**src/ckl_pkg.sv**
```systemverilog
// ----------------------------------------------------------------------------
// ckl_pkg
// Shared types and constants for the compacting keyed list: request and
// status codes, word layouts and the controller/datapath interface structs.
// ----------------------------------------------------------------------------
package ckl_pkg;

    localparam int CAPACITY_DEF     = 16;
    localparam int PAYLOAD_BITS_DEF = 32;

    localparam int CMD_W     = 2;
    localparam int KEY_W     = 16;
    localparam int PAYLOAD_W = 32;
    localparam int POS_W     = 8;
    localparam int STATUS_W  = 2;
    localparam int FPOS_W    = 4;
    localparam int COUNT_W   = 5;

    // slave word: key, payload, position
    localparam int IN_KEY_LSB = 0;
    localparam int IN_PAY_LSB = IN_KEY_LSB + KEY_W;
    localparam int IN_POS_LSB = IN_PAY_LSB + PAYLOAD_W;
    localparam int S_TDATA_W  = 56;

    // master word: found_position, out_key, out_payload, entry_count, is_empty
    localparam int OUT_FPOS_LSB  = 0;
    localparam int OUT_KEY_LSB   = OUT_FPOS_LSB + FPOS_W;
    localparam int OUT_PAY_LSB   = OUT_KEY_LSB + KEY_W;
    localparam int OUT_CNT_LSB   = OUT_PAY_LSB + PAYLOAD_W;
    localparam int OUT_EMPTY_BIT = OUT_CNT_LSB + COUNT_W;
    localparam int M_TDATA_W     = 64;

    localparam logic [CMD_W-1:0] CMD_INSERT = 2'd0;
    localparam logic [CMD_W-1:0] CMD_DELETE = 2'd1;
    localparam logic [CMD_W-1:0] CMD_FIND   = 2'd2;
    localparam logic [CMD_W-1:0] CMD_READ   = 2'd3;

    localparam logic [STATUS_W-1:0] ST_OK        = 2'd0;
    localparam logic [STATUS_W-1:0] ST_NOT_FOUND = 2'd1;
    localparam logic [STATUS_W-1:0] ST_FULL      = 2'd2;
    localparam logic [STATUS_W-1:0] ST_RANGE     = 2'd3;

    typedef struct packed {
        logic                accept;
        logic                insert;
        logic                fail;
        logic [STATUS_W-1:0] fail_code;
        logic                scan_init;
        logic                walk_step;
        logic                shift_init;
        logic                shift_write;
        logic                count_dec;
        logic                read_pos;
        logic                capture;
        logic                cap_pos;
        logic                publish;
    } ckl_ctrl_t;

    typedef struct packed {
        logic [CMD_W-1:0] cmd;
        logic             full;
        logic             in_range;
        logic             hit;
        logic             walk_done;
        logic             out_free;
    } ckl_stat_t;

endpackage

```
**src/ckl_ram.sv**
```systemverilog
// ----------------------------------------------------------------------------
// ckl_ram
// Generic single-write, single-read RAM with registered read data.
// ----------------------------------------------------------------------------
module ckl_ram #(
    parameter int WIDTH = 48,
    parameter int DEPTH = 16
) (
    input  logic                     clk,
    input  logic                     we,
    input  logic [$clog2(DEPTH)-1:0] waddr,
    input  logic [WIDTH-1:0]         wdata,
    input  logic [$clog2(DEPTH)-1:0] raddr,
    output logic [WIDTH-1:0]         rdata
);

    logic [WIDTH-1:0] mem [DEPTH];

    always_ff @(posedge clk)
    begin
        if (we)
        begin
            mem[waddr] <= wdata;
        end
        rdata <= mem[raddr];
    end

endmodule

```
**src/ckl_datapath.sv**
```systemverilog
// ----------------------------------------------------------------------------
// ckl_datapath
// Request registers, record count, walk indexes, entry RAM, result and
// output registers of the compacting keyed list.
// ----------------------------------------------------------------------------
module ckl_datapath #(
    parameter int CAPACITY     = 16,
    parameter int PAYLOAD_BITS = 32
) (
    input  logic                         clk,
    input  logic                         rst_n,
    input  ckl_pkg::ckl_ctrl_t           ctrl,
    output ckl_pkg::ckl_stat_t           stat,
    input  logic [ckl_pkg::CMD_W-1:0]    s_tuser,
    input  logic [ckl_pkg::S_TDATA_W-1:0] s_tdata,
    output logic                         m_tvalid,
    input  logic                         m_tready,
    output logic [ckl_pkg::STATUS_W-1:0] m_tuser,
    output logic [ckl_pkg::M_TDATA_W-1:0] m_tdata
);

    import ckl_pkg::*;

    localparam int IDX_W = $clog2(CAPACITY);
    localparam int CNT_W = $clog2(CAPACITY + 1);
    localparam int ENT_W = KEY_W + PAYLOAD_BITS;
    localparam int PX_W  = PAYLOAD_BITS + PAYLOAD_W;
    localparam int FX_W  = IDX_W + FPOS_W;
    localparam int CX_W  = CNT_W + COUNT_W;
    localparam int PC_W  = POS_W + CNT_W;
    localparam logic [CNT_W-1:0] CAP_CNT = CNT_W'(CAPACITY);

    logic [CMD_W-1:0]        req_cmd_reg;
    logic [KEY_W-1:0]        req_key_reg;
    logic [PAYLOAD_BITS-1:0] req_pay_reg;
    logic [POS_W-1:0]        req_pos_reg;
    logic [CNT_W-1:0]        count_reg;
    logic [CNT_W-1:0]        rd_idx_reg;
    logic                    chk_valid_reg;
    logic [IDX_W-1:0]        chk_idx_reg;
    logic [IDX_W-1:0]        wr_idx_reg;
    logic [STATUS_W-1:0]     res_status_reg;
    logic [IDX_W-1:0]        res_fpos_reg;
    logic [KEY_W-1:0]        res_key_reg;
    logic [PAYLOAD_BITS-1:0] res_pay_reg;
    logic                    m_tvalid_reg;
    logic [STATUS_W-1:0]     m_tuser_reg;
    logic [M_TDATA_W-1:0]    m_tdata_reg;

    logic [PX_W-1:0]         in_pay_ext;
    logic [PX_W-1:0]         out_pay_ext;
    logic [FX_W-1:0]         fpos_ext;
    logic [CX_W-1:0]         cnt_ext;
    logic [PC_W-1:0]         pos_cmp;
    logic [PC_W-1:0]         cnt_cmp;
    logic                    rd_more;
    logic [IDX_W-1:0]        pos_idx;
    logic                    ram_we;
    logic [IDX_W-1:0]        ram_waddr;
    logic [ENT_W-1:0]        ram_wdata;
    logic [IDX_W-1:0]        ram_raddr;
    logic [ENT_W-1:0]        ram_rdata;
    logic [KEY_W-1:0]        rd_key;
    logic [PAYLOAD_BITS-1:0] rd_pay;

    assign in_pay_ext  = {{PAYLOAD_BITS{1'b0}}, s_tdata[IN_PAY_LSB +: PAYLOAD_W]};
    assign out_pay_ext = {{PAYLOAD_W{1'b0}}, res_pay_reg};
    assign fpos_ext    = {{FPOS_W{1'b0}}, res_fpos_reg};
    assign cnt_ext     = {{COUNT_W{1'b0}}, count_reg};
    assign pos_cmp     = {{CNT_W{1'b0}}, req_pos_reg};
    assign cnt_cmp     = {{POS_W{1'b0}}, count_reg};
    assign rd_more     = rd_idx_reg < count_reg;
    assign pos_idx     = req_pos_reg[IDX_W-1:0];
    assign rd_key      = ram_rdata[ENT_W-1 -: KEY_W];
    assign rd_pay      = ram_rdata[PAYLOAD_BITS-1:0];

    assign stat.cmd       = req_cmd_reg;
    assign stat.full      = count_reg >= CAP_CNT;
    assign stat.in_range  = pos_cmp < cnt_cmp;
    assign stat.hit       = chk_valid_reg && (rd_key == req_key_reg);
    assign stat.walk_done = !rd_more && !chk_valid_reg;
    assign stat.out_free  = !m_tvalid_reg || m_tready;

    always_comb
    begin
        ram_we    = 1'b0;
        ram_waddr = wr_idx_reg;
        ram_wdata = ram_rdata;
        if (ctrl.insert)
        begin
            ram_we    = 1'b1;
            ram_waddr = count_reg[IDX_W-1:0];
            ram_wdata = {req_key_reg, req_pay_reg};
        end
        else if (ctrl.shift_write && chk_valid_reg)
        begin
            ram_we = 1'b1;
        end
    end

    assign ram_raddr = ctrl.read_pos ? pos_idx : rd_idx_reg[IDX_W-1:0];

    ckl_ram #(
        .WIDTH (ENT_W),
        .DEPTH (CAPACITY)
    ) u_entry_ram (
        .clk   (clk),
        .we    (ram_we),
        .waddr (ram_waddr),
        .wdata (ram_wdata),
        .raddr (ram_raddr),
        .rdata (ram_rdata)
    );

    always_ff @(posedge clk)
    begin
        if (ctrl.accept)
        begin
            req_cmd_reg <= s_tuser;
            req_key_reg <= s_tdata[IN_KEY_LSB +: KEY_W];
            req_pay_reg <= in_pay_ext[PAYLOAD_BITS-1:0];
            req_pos_reg <= s_tdata[IN_POS_LSB +: POS_W];
        end
        if (ctrl.insert)
        begin
            res_status_reg <= ST_OK;
            res_fpos_reg   <= count_reg[IDX_W-1:0];
            res_key_reg    <= req_key_reg;
            res_pay_reg    <= req_pay_reg;
        end
        else if (ctrl.fail)
        begin
            res_status_reg <= ctrl.fail_code;
            res_fpos_reg   <= '0;
            res_key_reg    <= '0;
            res_pay_reg    <= '0;
        end
        else if (ctrl.capture)
        begin
            res_status_reg <= ST_OK;
            res_fpos_reg   <= ctrl.cap_pos ? pos_idx : chk_idx_reg;
            res_key_reg    <= rd_key;
            res_pay_reg    <= rd_pay;
        end
        if (ctrl.walk_step && rd_more)
        begin
            chk_idx_reg <= rd_idx_reg[IDX_W-1:0];
        end
        if (ctrl.shift_init)
        begin
            wr_idx_reg <= chk_idx_reg;
        end
        else if (ctrl.shift_write && chk_valid_reg)
        begin
            wr_idx_reg <= wr_idx_reg + 1'b1;
        end
        if (ctrl.publish)
        begin
            m_tuser_reg <= res_status_reg;
            m_tdata_reg <= {
                {(M_TDATA_W - OUT_EMPTY_BIT - 1){1'b0}},
                (count_reg == '0),
                cnt_ext[COUNT_W-1:0],
                out_pay_ext[PAYLOAD_W-1:0],
                res_key_reg,
                fpos_ext[FPOS_W-1:0]
            };
        end
    end

    always_ff @(posedge clk or negedge rst_n)
    begin
        if (!rst_n)
        begin
            count_reg     <= '0;
            rd_idx_reg    <= '0;
            chk_valid_reg <= 1'b0;
            m_tvalid_reg  <= 1'b0;
        end
        else
        begin
            if (ctrl.insert)
            begin
                count_reg <= count_reg + 1'b1;
            end
            else if (ctrl.count_dec)
            begin
                count_reg <= count_reg - 1'b1;
            end

            if (ctrl.scan_init)
            begin
                rd_idx_reg    <= '0;
                chk_valid_reg <= 1'b0;
            end
            else if (ctrl.shift_init)
            begin
                rd_idx_reg    <= {{(CNT_W - IDX_W){1'b0}}, chk_idx_reg} + 1'b1;
                chk_valid_reg <= 1'b0;
            end
            else if (ctrl.walk_step)
            begin
                chk_valid_reg <= rd_more;
                if (rd_more)
                begin
                    rd_idx_reg <= rd_idx_reg + 1'b1;
                end
            end

            if (ctrl.publish)
            begin
                m_tvalid_reg <= 1'b1;
            end
            else if (m_tready)
            begin
                m_tvalid_reg <= 1'b0;
            end
        end
    end

    assign m_tvalid = m_tvalid_reg;
    assign m_tuser  = m_tuser_reg;
    assign m_tdata  = m_tdata_reg;

endmodule

```
**src/ckl_controller.sv**
```systemverilog
// ----------------------------------------------------------------------------
// ckl_controller
// Request sequencer of the compacting keyed list: dispatch, key scan,
// compaction shift, indexed read and result hand-off.
// ----------------------------------------------------------------------------
module ckl_controller (
    input  logic               clk,
    input  logic               rst_n,
    input  logic               s_tvalid,
    output logic               s_tready,
    input  ckl_pkg::ckl_stat_t stat,
    output ckl_pkg::ckl_ctrl_t ctrl
);

    import ckl_pkg::*;

    typedef enum logic [2:0] {
        S_IDLE,
        S_DISPATCH,
        S_SCAN,
        S_SHIFT,
        S_RDWAIT,
        S_FINISH
    } state_t;

    state_t state_reg;
    state_t state_next;

    always_comb
    begin
        state_next = state_reg;
        ctrl       = '0;
        case (state_reg)
            S_IDLE:
            begin
                if (s_tvalid)
                begin
                    ctrl.accept = 1'b1;
                    state_next  = S_DISPATCH;
                end
            end
            S_DISPATCH:
            begin
                case (stat.cmd)
                    CMD_INSERT:
                    begin
                        if (stat.full)
                        begin
                            ctrl.fail      = 1'b1;
                            ctrl.fail_code = ST_FULL;
                        end
                        else
                        begin
                            ctrl.insert = 1'b1;
                        end
                        state_next = S_FINISH;
                    end
                    CMD_DELETE, CMD_FIND:
                    begin
                        ctrl.scan_init = 1'b1;
                        state_next     = S_SCAN;
                    end
                    CMD_READ:
                    begin
                        if (stat.in_range)
                        begin
                            ctrl.read_pos = 1'b1;
                            state_next    = S_RDWAIT;
                        end
                        else
                        begin
                            ctrl.fail      = 1'b1;
                            ctrl.fail_code = ST_RANGE;
                            state_next     = S_FINISH;
                        end
                    end
                    default:
                    begin
                        state_next = S_IDLE;
                    end
                endcase
            end
            S_SCAN:
            begin
                if (stat.hit)
                begin
                    ctrl.capture = 1'b1;
                    if (stat.cmd == CMD_DELETE)
                    begin
                        ctrl.shift_init = 1'b1;
                        state_next      = S_SHIFT;
                    end
                    else
                    begin
                        state_next = S_FINISH;
                    end
                end
                else if (stat.walk_done)
                begin
                    ctrl.fail      = 1'b1;
                    ctrl.fail_code = ST_NOT_FOUND;
                    state_next     = S_FINISH;
                end
                else
                begin
                    ctrl.walk_step = 1'b1;
                end
            end
            S_SHIFT:
            begin
                if (stat.walk_done)
                begin
                    ctrl.count_dec = 1'b1;
                    state_next     = S_FINISH;
                end
                else
                begin
                    ctrl.walk_step   = 1'b1;
                    ctrl.shift_write = 1'b1;
                end
            end
            S_RDWAIT:
            begin
                ctrl.capture = 1'b1;
                ctrl.cap_pos = 1'b1;
                state_next   = S_FINISH;
            end
            S_FINISH:
            begin
                if (stat.out_free)
                begin
                    ctrl.publish = 1'b1;
                    state_next   = S_IDLE;
                end
            end
            default:
            begin
                state_next = S_IDLE;
            end
        endcase
    end

    always_ff @(posedge clk or negedge rst_n)
    begin
        if (!rst_n)
        begin
            state_reg <= S_IDLE;
        end
        else
        begin
            state_reg <= state_next;
        end
    end

    assign s_tready = (state_reg == S_IDLE);

endmodule

```
**src/compacting_keyed_list.sv**
```systemverilog
// ----------------------------------------------------------------------------
// compacting_keyed_list
// Ordered table of keyed records with insert, delete by key (compacting),
// find by key and read by index.
//
//   channel  | dir | tuser                 | tdata (lowest bit up)
//   ---------+-----+-----------------------+---------------------------------
//   s_*      | in  | cmd                   | key, payload, position
//   m_*      | out | status                | found_position, out_key,
//            |     |                       | out_payload, entry_count, is_empty
//
// Insert, insert into a full list and out-of-range read go from dispatch
// straight to the result, an in-range read first waits on the RAM read, find
// scans by key and delete scans, then compacts: the scan and the compaction
// each move one entry per cycle through the entry RAM read port.
// One request is in flight at a time; the next is taken once the result sits
// in the output register, even while that word is still stalled.
// Reset clears the count, the controller state and the output valid; the
// entry RAM needs no clearing.
// ----------------------------------------------------------------------------
module compacting_keyed_list #(
    parameter int CAPACITY     = ckl_pkg::CAPACITY_DEF,
    parameter int PAYLOAD_BITS = ckl_pkg::PAYLOAD_BITS_DEF
) (
    input  logic                          clk,
    input  logic                          rst_n,
    input  logic                          s_tvalid,
    output logic                          s_tready,
    input  logic [ckl_pkg::CMD_W-1:0]     s_tuser,  // cmd
    input  logic [ckl_pkg::S_TDATA_W-1:0] s_tdata,  // key, payload, position
    output logic                          m_tvalid,
    input  logic                          m_tready,
    output logic [ckl_pkg::STATUS_W-1:0]  m_tuser,  // status
    output logic [ckl_pkg::M_TDATA_W-1:0] m_tdata   // found_position, out_key,
                                                    // out_payload, entry_count,
                                                    // is_empty, zero pad
);

    import ckl_pkg::*;

    ckl_ctrl_t ctrl;
    ckl_stat_t stat;

    ckl_controller u_controller (
        .clk      (clk),
        .rst_n    (rst_n),
        .s_tvalid (s_tvalid),
        .s_tready (s_tready),
        .stat     (stat),
        .ctrl     (ctrl)
    );

    ckl_datapath #(
        .CAPACITY     (CAPACITY),
        .PAYLOAD_BITS (PAYLOAD_BITS)
    ) u_datapath (
        .clk      (clk),
        .rst_n    (rst_n),
        .ctrl     (ctrl),
        .stat     (stat),
        .s_tuser  (s_tuser),
        .s_tdata  (s_tdata),
        .m_tvalid (m_tvalid),
        .m_tready (m_tready),
        .m_tuser  (m_tuser),
        .m_tdata  (m_tdata)
    );

endmodule

```
**config.mk**
```make
export PLATFORM = sky130hd
export DESIGN_NAME = compacting_keyed_list
export DESIGN_NICKNAME = d
export VERILOG_FILES = /design/src/ckl_pkg.sv /design/src/ckl_ram.sv /design/src/ckl_datapath.sv /design/src/ckl_controller.sv /design/src/compacting_keyed_list.sv
export SDC_FILE = /design/constraint.sdc
export NUM_CORES = 1
export LEC_CHECK = 0
export BUFFER_PORTS_ARGS = -buffer_cell sky130_fd_sc_hd__buf_4
export CAP_MARGIN = 20
export CORE_AREA = 2 2 374 191
export CTS_CLUSTER_DIAMETER = 40
export DETAILED_ROUTE_END_ITERATION = 8
export DIE_AREA = 0 0 376 193
export GPL_TIMING_DRIVEN = 0
export PLACE_DENSITY = 0.83
export SLEW_MARGIN = 20
export SYNTH_ARGS = -nofsm -noshare
export SYNTH_HDL_FRONTEND = slang
export SYNTH_SLANG_ARGS = --single-unit
```
**constraint.sdc**
```tcl
create_clock -name clk -period 4.42 [get_ports clk]
set_input_delay 0.884 -clock clk [delete_from_list [all_inputs] [get_ports clk]]
set_output_delay 0.884 -clock clk [all_outputs]
set_load 0.01 [all_outputs]
```
==> After elaboration in Yosys (flattened, before gate mapping) <==
Memories as Yosys holds them, arrays and structs flattened. A register that Yosys moved wholly into a read port is not among the register bits.
Cells that the tools add are included.
{ "word_totals": {"word_cells": 127, "reg_bits": 195, "n_memories": 1, "input_bits": 62, "ramBits": 768, "out_inout_bits": 68} }
{ "classes": {"eq_ne": 11, "n_reduce_logical": 21, "order_cmp": 3, "n_mux": 69, "n_addsub": 5} }
{ "memory_table": {"columns": ["memory", "words", "word_bits", "read_ports", "rd_clocked_by_memory_dff", "write_ports", "line", "rtl"], "rows": [
  ["u_datapath.u_entry_ram.mem", 16, 48, 1, 1, 1, "ckl_ram.sv:17", "logic [WIDTH-1:0] mem [DEPTH];"]
]} }
{ "op_table": {"columns": ["cell", "n"], "rows": [
  ["$mux 32", 3],
  ["$mux 16", 3],
  ["$mux 48", 1],
  ["$mux 4", 8],
  ["$mux 1", 30],
  ["$mux 5", 6],
  ["$mux 3", 9],
  ["$pmux 3 s6", 1],
  ["$eq 16x16->1", 1],
  ["$pmux 3 s2", 2],
  ["$add 5x1->5 const B", 2],
  ["$pmux 3 s3", 1],
  ["$reduce_bool 3->1", 3],
  ["$lt 8x5->1", 1],
  ["$reduce_bool 2->1", 4],
  ["$eq 3x2->1 const B", 2],
  ["$eq 3x3->1 const B", 2],
  ["$mux 2", 3],
  ["$add 4x1->5 const B", 1],
  ["$ge 5x5->1 const B", 1],
  ["$logic_not 5->1", 1],
  ["$lt 5x5->1", 1],
  ["$sub 5x1->5 const B", 1],
  ["$add 4x1->4 const B", 1],
  ["other kinds (12)", 21]
]} }

==> Longest topological paths before layout <==
Gate-level depths: netlist of run 1.
{ "logic_depth": {"ltp_word": 10, "mapped_depth": 12, "ltp_nobuf": 11} }

==> Hierarchy <==
From an unflattened synthesis of run 1, not the netlist that was laid out.
{ "unflattened": {"hier_cells": 1781, "area_unflattened_um2": 38061.5} }
{ "by_module_without_submodules": {"columns": ["mod", "n_inst", "cells_each", "area_each_um2", "seq_area_each_um2"], "rows": [
  ["ckl_ram", 1, 1242, 29691.0, 24023.0],
  ["ckl_datapath", 1, 481, 7947.6, 5685.5],
  ["ckl_controller", 1, 58, 422.9, 75.1]
]} }

==> Least setup slack after synthesis of run 1 <==
No wires, ideal clock.
{ "synth_timing": {"path_kind": "reg-to-reg", "start": "register u_controller.state_reg[1]", "end": "memory u_datapath.u_entry_ram.mem[0][0], enable pin", "required_ps": 3966, "slack_ps": 302, "setup_ps": 454, "path_stages_with_launch": 9, "synth_period_minus_slack_ps": 4118, "n_path_buf": 2, "arrival_ps": 3664, "cell_sequence": "dfrtp_1 -> nor3b_2 -> and3_1 -> clkbuf_1 -> inv_2 -> clkbuf_1 -> o21ai_0 -> o21ai_0 -> nor2_1"} }
{ "synth_via": {"elab_chain_len": 7, "word_cells_on_any_way": 10, "cone_classes": "2 x eq/ne; 7 x mux; 1 x reduce/logical"} }
{ "synth_lines": {"columns": ["element", "line", "rtl"], "rows": [
  ["start, declared", "ckl_controller.sv:26", "state_t state_reg;"],
  ["start signal, assigned", "ckl_controller.sv:151", "state_reg <= state_next;"],
  ["$eq 3x2->1", "ckl_controller.sv:33", "case (state_reg)"],
  ["$mux 2", "ckl_controller.sv:33", null],
  ["$logic_and 1x1->1", "ckl_datapath.sv:95", "else if (ctrl.shift_write && chk_valid_reg)"],
  ["$mux 1", "ckl_datapath.sv:95", null],
  ["$mux 1", "ckl_datapath.sv:89", "if (ctrl.insert)"],
  ["$mux 1", "ckl_ram.sv:21", "if (we)"],
  ["$mux 1 (not written as such)", "ckl_ram.sv:23", "mem[waddr] <= wdata;"],
  ["end, declared", "ckl_ram.sv:17", null]
]} }
Parallel ways exist; a longest one is shown, timed or not.

==> Worst setup path in the final report of run 1 <==
{ "layout_timing": {"start": "register u_controller.state_reg[1]", "end": "memory u_datapath.u_entry_ram.mem[11][23], enable pin"} }
The elaborated chain is that of the path after synthesis.

==> summary.md, run 1 <==
| Metric | Value |
|---|---|
| Status | `finished, final reports clean` |
| Vias in the first global route | `21800` |
| Crit share post-route | `96.9%` |
| I/O pins | `130` |
| Worst reg2reg setup slack | `0.14 ns` |
| Starting Density | `55.1%` |
| Crit-path max FO | `19` |
| Via count | `22100` |
| Worst EP required | `4.76 ns` |
| Commonest non-fill, non-tap cell in the layout | `edfxtp_1` |
| Max Used Layer | `met4` |
| Seq cells post-synth | `1011` |
| Reg2reg start | `u_controller.state_reg[1]` |
| Grt total ovfl | `0` |
| DRC | `0` |
| Die ar. | `72600 sq um` |
| CTS Buf Count | `85` |
| CTS tree | `built` |
| Met2 Routed Length | `43400 um` |
| Wire per inst | `27.7 um` |
| M1 WL | `37300 um` |
| Worst-path cell chain | `nor3b_2, and3_1, clkbuf_1, clkbuf_1, a31oi_1, nor2_4, buf_16, buf_12` |
| Synth Cell Area | `38400 sq um` |
| GP Congestion | `0.896` |
| Placed cell area | `41600 sq um` |
| Worst hold path type | `input pin to async pin` |
| FF-to-FF End | `u_datapath.u_entry_ram.mem[11][23]` |
| Max Slew Vio Count | `0` |
| Commonest cells after routing, fill and taps aside | `946 x edfxtp_1, 385 x mux2i_1, 195 x o22ai_1` |
| Tot GR Track Use | `26.3%` |
| CP Capture Type | `register` |
| RSZ-0062 raised after global routing | `false` |
| Site row count | `69` |
| Fraction of registers with async set or reset after synthesis | `1.48%` |
| Worst-margin pin slew | `1.09 ns` |
| Clk root buf | `clkbuf_16` |
| Clk_lat worst skew | `0.65 ns` |
| CP arrival | `4.62 ns` |
| Worst-path clk slew | `0.07 ns` |
| Post-Syn Instances | `2209` |
| Number of antenna violations at the first check in global routing | `1` |
| Peak supply drop | `0.000317 V` |
| Die height | `193 um` |
| Leakage power | `16.6 nW` |
| Hold Buf Count CTS | `0` |
| Core Box Area | `69800 sq um` |
| Most frequent CP cell | `clkbuf_1` |
| Iter 0 DRT Violations | `3538` |
| Max incr delay on CP | `0.79 ns` |
| Setup repair bufs after CTS | `0` |
| ANT cells | `0` |
| Max-Cap Viols | `0` |
| Cells on worst reg2reg path | `8` |
| First-pass GRT wire length | `139000 um` |
| Drt pass-1 iters | `6` |
| Pwr dens | `618 nW/um^2` |
| Syn Area/Cell | `17.4 sq um` |
| Final hold vios | `0` |
| Final WL | `95800 um` |
| Post-DR vias/cell | `6.39` |
| Met3 wire len | `12800 um` |
| CTS max path bufs | `3` |
| Die width | `376 um` |
| CP startpoint kind | `register` |
| Design area | `44400 sq um` |
| ANT nets after route | `0` |
| Final Power | `0.0275 W` |
| Final setup violating endpoints | `0` |
| Htree depth | `3` |
| Largest net degree at the start of global routing | `41` |
| Share of cells above drive strength 1 | `16.4%` |
| Slew HR | `27.0%` |
| Max FFs per register | `768` |
| Area Growth Syn to Fin | `15.6%` |
| Max Clock Freq | `0.233 GHz` |
| Min Tclk post-route | `4.28 ns` |
| Port bufs | `123` |
| Yosys cell types | `63` |
| Top_reg_cell synth | `edfxtp_1` |
| Sequential element share of the synthesized area | `77.5%` |
| CP Class | `register to register` |
| CTS resizes | `0` |
| Skew final | `0.0267 ns` |
| Number of synthesized flops with an enable pin | `946` |
| # clock sinks | `1011` |
| Synth warnings | `0` |
| Slowest CP cell | `clkbuf_1` |
| Post-DP HPWL | `62100 um` |
| Fin nets | `2546` |
==> how the worst max path moves through the flow <==
stage / cells past startpoint / start / slack, ns / endpoint
floorplan: 8 / u_controller.state_reg[1] / 0.30 / u_datapath.u_entry_ram.mem[0][0]
global placement: 6 / u_controller.state_reg[1] / -2.73 / u_datapath.u_entry_ram.mem[10][23]
detailed placement: 9 / u_controller.state_reg[1] / 0.23 / u_datapath.u_entry_ram.mem[3][38]
CTS: 9 / u_controller.state_reg[1] / 0.22 / u_datapath.u_entry_ram.mem[3][37]
global route: 8 / u_controller.state_reg[1] / 0.07 / u_datapath.u_entry_ram.mem[11][23]
finish: 8 / u_controller.state_reg[1] / 0.14 / u_datapath.u_entry_ram.mem[11][23]
==> synth_stat cells, types with 2 or more instances <==
master / instances / area [sq um]
o21ai_0: 62 / 310
nand4_1: 4 / 25.0
a21oi_1: 19 / 95.1
buf_1: 7 / 26.3
ha_1: 17 / 213
mux2_2: 6 / 67.6
a21o_1: 5 / 37.5
nor3_1: 11 / 55.1
and3_1: 5 / 31.3
a21oi_2: 3 / 26.3
clkbuf_1: 30 / 113
a31oi_2: 2 / 25.0
buf_4: 27 / 203
o22ai_1: 195 / 1220
a32oi_1: 2 / 17.5
o31ai_1: 3 / 22.5
buf_2: 44 / 220
dfxtp_1: 50 / 1000
nand2b_1: 8 / 50.1
a31oi_1: 5 / 31.3
nor2_1: 30 / 113
nor3b_1: 4 / 30.0
nand2_1: 169 / 634
nor2b_1: 3 / 18.8
o32ai_1: 2 / 17.5
nor4b_1: 3 / 26.3
and2_1: 3 / 18.8
dfrtp_1: 15 / 375
mux2i_1: 385 / 3850
xnor2_1: 8 / 70.1
or4_1: 54 / 405
edfxtp_1: 946 / 28400
xor2_1: 19 / 166
buf_6: 9 / 101
inv_1: 15 / 56.3
nor4_1: 7 / 43.8
nand3_1: 6 / 30.0
==> critical path: cells and delay by family (launching register included) <==
kind            cells  cell delay, ns
compound gates      1            0.54
buf+inv             4            1.49
flops               1            0.49
simple gates        3            1.41
==> logic make-up (layout without fill, tap and decap cells) <==
| family | Yosys count | after routing | synth area share (%) |
|---|---|---|---|
| compound gates | 314 | 314 | 5.13 |
| mux | 391 | 391 | 10.2 |
| buf+inv | 133 | 457 | 1.88 |
| simple gates | 314 | 314 | 4.04 |
| other cells | 1 | 6 | 0.00976 |
| flops | 1011 | 1011 | 77.5 |
| fa+ha+maj | 18 | 18 | 0.606 |
| xor+xnor | 27 | 27 | 0.615 |
==> power breakdown <==
part / total, W / internal, W / switching, W
clock network: 0.00758 / 0.00417 / 0.00341
registers: 0.0131 / 0.0126 / 0.000420
logic: 0.00684 / 0.00219 / 0.00465
==> stage by stage <==
step | setup TNS (ns) | worst slack [ns] | utilization, % | std cells | hold slack [ns]
floorplan | 0 | 0.302 | - | 2214 | 0.400
global placement | -2016.02 | -2.73 | 58.1 | 3260 | 0.401
detailed placement | 0 | 0.226 | 59.7 | 3302 | 0.405
CTS | 0 | 0.221 | 63.7 | 3461 | 0.0796
global route | 0 | 0.0658 | 63.7 | 3461 | 0.0960
finish | 0 | 0.137 | 63.7 | 3461 | 0.0985
==> metal layers <==
layer	global-route usage (%)	up-vias
met2	40.7	1670
met3	6.49	219
met5	0	-
met4	7.34	0
met1	37.5	11000
li1	-	9234
==> cell type report <==
type,count,area [sq um]
Buffer,117,663
Clock buffer,112,2330
Clock inverter,47,468
Fill cell,4553,25300
Inverter,16,60.1
Multi-Input combinational cell,1070,8080
Sequential cell,1011,29800
Tap cell,923,1150
Timing Repair Buffer,165,1880
No activity file was read; power rests on OpenSTA's default activity.
==> run 2: changes to the inputs <==
Settings changed: CORE_AREA 2 2 374 191 to 3 3 375 192, DIE_AREA 0 0 376 193 to 0 0 378 195.
==> summary.md, run 2 (synthesized netlist as in run 1, its figures left out) <==
| Metric | Value |
|---|---|
| Clk root buf | `clkbuf_16` |
| Max Clock Freq | `0.229 GHz (-1.8%)` |
| Slew HR | `17.9% (-9.2 points)` |
| # clock sinks | `1011 (unchanged)` |
| Max Slew Vio Count | `0 (unchanged)` |
| First-pass GRT wire length | `145000 um (+4.6%)` |
| Die width | `378 um (+0.53%)` |
| Setup crit start | `u_datapath.req_cmd_reg[0]` |
| RSZ-0062 raised after global routing | `false` |
| Sequential fraction of design power | `47.2% (-0.3 points)` |
| Die height | `195 um (+1.0%)` |
| Reg2reg start | `u_datapath.req_cmd_reg[0]` |
| Pwr dens | `620 nW/um^2 (+0.26%)` |
| Wire per inst | `28.7 um (+3.8%)` |
| Sw Share | `30.8% (-0.095 points)` |
| Iter 0 DRT Violations | `3547 (+0.25%)` |
| Final setup violating endpoints | `0 (unchanged)` |
| CTS max path bufs | `3 (unchanged)` |
| Final WL | `99200 um (+3.5%)` |
| Commonest non-fill, non-tap cell in the layout | `edfxtp_1` |
| Grt total ovfl | `0 (unchanged)` |
| I/O pins | `130 (unchanged)` |
| CP Class | `register to register` |
| Setup TNS | `0 ns (unchanged)` |
| Die ar. | `73700 sq um (+1.6%)` |
| Crit-path max FO | `14 (-5)` |
| DRC | `0 (unchanged)` |
| Worst hold path type | `input pin to async pin` |
| Post-DR vias/cell | `6.55 (+2.4%)` |
| Htree depth | `3 (unchanged)` |
| Tot GR Track Use | `26.8% (+0.55 points)` |
| CP Capture Type | `register` |
| Starting Density | `55.9% (+0.81 points)` |
| Leakage power | `16.7 nW (+0.46%)` |
| Status | `finished, final reports clean` |
| Clk network pwr share | `28.0% (+0.4 points)` |
| CP startpoint kind | `register` |
| Max-Cap Viols | `0 (unchanged)` |
| Peak supply drop | `0.000370 V (+17%)` |
| Setup repair bufs after CTS | `0 (unchanged)` |
| P_sw | `0.00851 W (+0.33%)` |
| CTS tree | `built` |
| Skew final | `0.0261 ns (-0.000589 ns)` |
| Commonest cells after routing, fill and taps aside | `946 x edfxtp_1, 385 x mux2i_1, 195 x o22ai_1` |
| Worst-margin pin slew | `1.23 ns (+0.143 ns)` |
| Min Tclk post-route | `4.36 ns (+0.0805 ns)` |
| Max FFs per register | `768 (unchanged)` |
| Drt pass-1 iters | `5 (-1)` |
| Post-DP HPWL | `59700 um (-3.9%)` |
| Crit share post-route | `98.7% (+1.8 points)` |
| Int Pwr | `0.0191 W (+0.78%)` |
| Placed cell area | `41700 sq um (+0.11%)` |
| Largest net degree at the start of global routing | `34 (-17%)` |
| Share of cells above drive strength 1 | `16.5% (+0.092 points)` |
| Worst-path clk slew | `0.07 ns (about the same)` |
| Design area | `44600 sq um (+0.38%)` |
| Final hold vios | `0 (unchanged)` |
| Area Growth Syn to Fin | `16.1%` |
| Core Box Area | `68700 sq um (-1.4%)` |
| Via count | `22600 (+2.2%)` |
| Site row count | `68 (-1.4%)` |
| Worst EP required | `4.77 ns (about the same)` |
| Clk_lat worst skew | `0.65 ns (about the same)` |
| Comb pwr share | `24.8% (about the same)` |
| CTS Buf Count | `89 (+4.7%)` |
| Port bufs | `123 (unchanged)` |
| ANT nets after route | `0 (unchanged)` |
| Number of antenna violations at the first check in global routing | `1 (unchanged)` |
| Vias in the first global route | `23000 (+5.6%)` |
| GP Congestion | `0.912 (+1.8%)` |
| Fin nets | `2551 (+0.20%)` |
| CP arrival | `4.71 ns (+0.09 ns)` |
==> run 2: cell count changes in the layout (fill, tap and decap cells not counted), sizes merged <==
cell / change
clkbuf: +13
buf: -1
clkinv: -4
clkinvlp: -2
diode: +2
bufinv: -2
==> run 2: per-layer routing <==
layer  wire, um  vias to the layer above  global-route usage [%]
li1           -                     9249                       -
met1      35400                    11100                    35.7
met2      46500                     1889                    42.5
met3      13000                      345                    6.74
met4       4310                        0                    11.5
met5          0                        -                       0
==> run 2: path summary, 6_finish.rpt <==
kind                                                       to  slack, ns  depth (start not counted)
max                        u_datapath.u_entry_ram.mem[14][22]       0.06                         11
min                                       u_datapath.m_tvalid        0.1                          1
max reg2reg                u_datapath.u_entry_ram.mem[14][22]       0.06                         11
min reg2reg                             u_datapath.m_tdata[1]       0.41                          0
max in group asynchronous             u_datapath.count_reg[1]       4.13                          1
min in group clk                    u_datapath.req_pay_reg[5]       0.40                          1
==> run 2: final cells by class <==
cell class / instances / area, sq um
tap: 910 / 1140
antenna: 2 / 5.00
inverter: 16 / 60.1
sequential: 1011 / 29800
clock buffer: 123 / 2520
timing repair buffer: 166 / 1940
multi-input combinational: 1070 / 8090
fill: 4219 / 24200
buffer: 117 / 668
clock inverter: 39 / 384
==> run 2: worst max-delay path, cell delays in order, from the launching register on <==
cell and delay [ns]:
edfxtp_1 0.37, inv_1 0.07, ha_1 0.27, and3_1 0.19, clkbuf_1 0.18, inv_2 0.39
clkbuf_1 0.75, a31oi_1 0.52, nor2_4 0.67, buf_16 0.25, buf_16 0.18, buf_16 0.17
==> run 2: per-stage QoR <==
step / util (%) / total power, W / hold slack [ns] / cells / setup slack, ns
global route: 64.9 / 0.0284 / 0.0851 / 3452 / 0.0245
floorplan: - / 0.0173 / 0.400 / 2214 / 0.302
global placement: 58.9 / 0.0193 / 0.403 / 3247 / -3.00
finish: 64.9 / 0.0277 / 0.0983 / 3454 / 0.0561
detailed placement: 60.6 / 0.0197 / 0.405 / 3290 / 0.101
CTS: 64.8 / 0.0275 / 0.0804 / 3452 / 0.0377
==> run 2: what timing repair did <==
| action | 4_1_cts | 5_1_grt |
|---|---|---|
| hold buffers | 0 | 0 |
| gates resized for setup | 0 | 4 |
| setup endpoints to repair | 0 | 25 |
| endpoints found under the hold margin | 0 | 0 |
==> run 2: power by group through the flow <==
stage	logic, W	registers (W)	clock network [W]
floorplan	0.00417	0.0131	0
global placement	0.00611	0.0132	0
detailed placement	0.00652	0.0132	0
CTS	0.00666	0.0130	0.00775
global route	0.00718	0.0131	0.00815
finish	0.00685	0.0131	0.00775
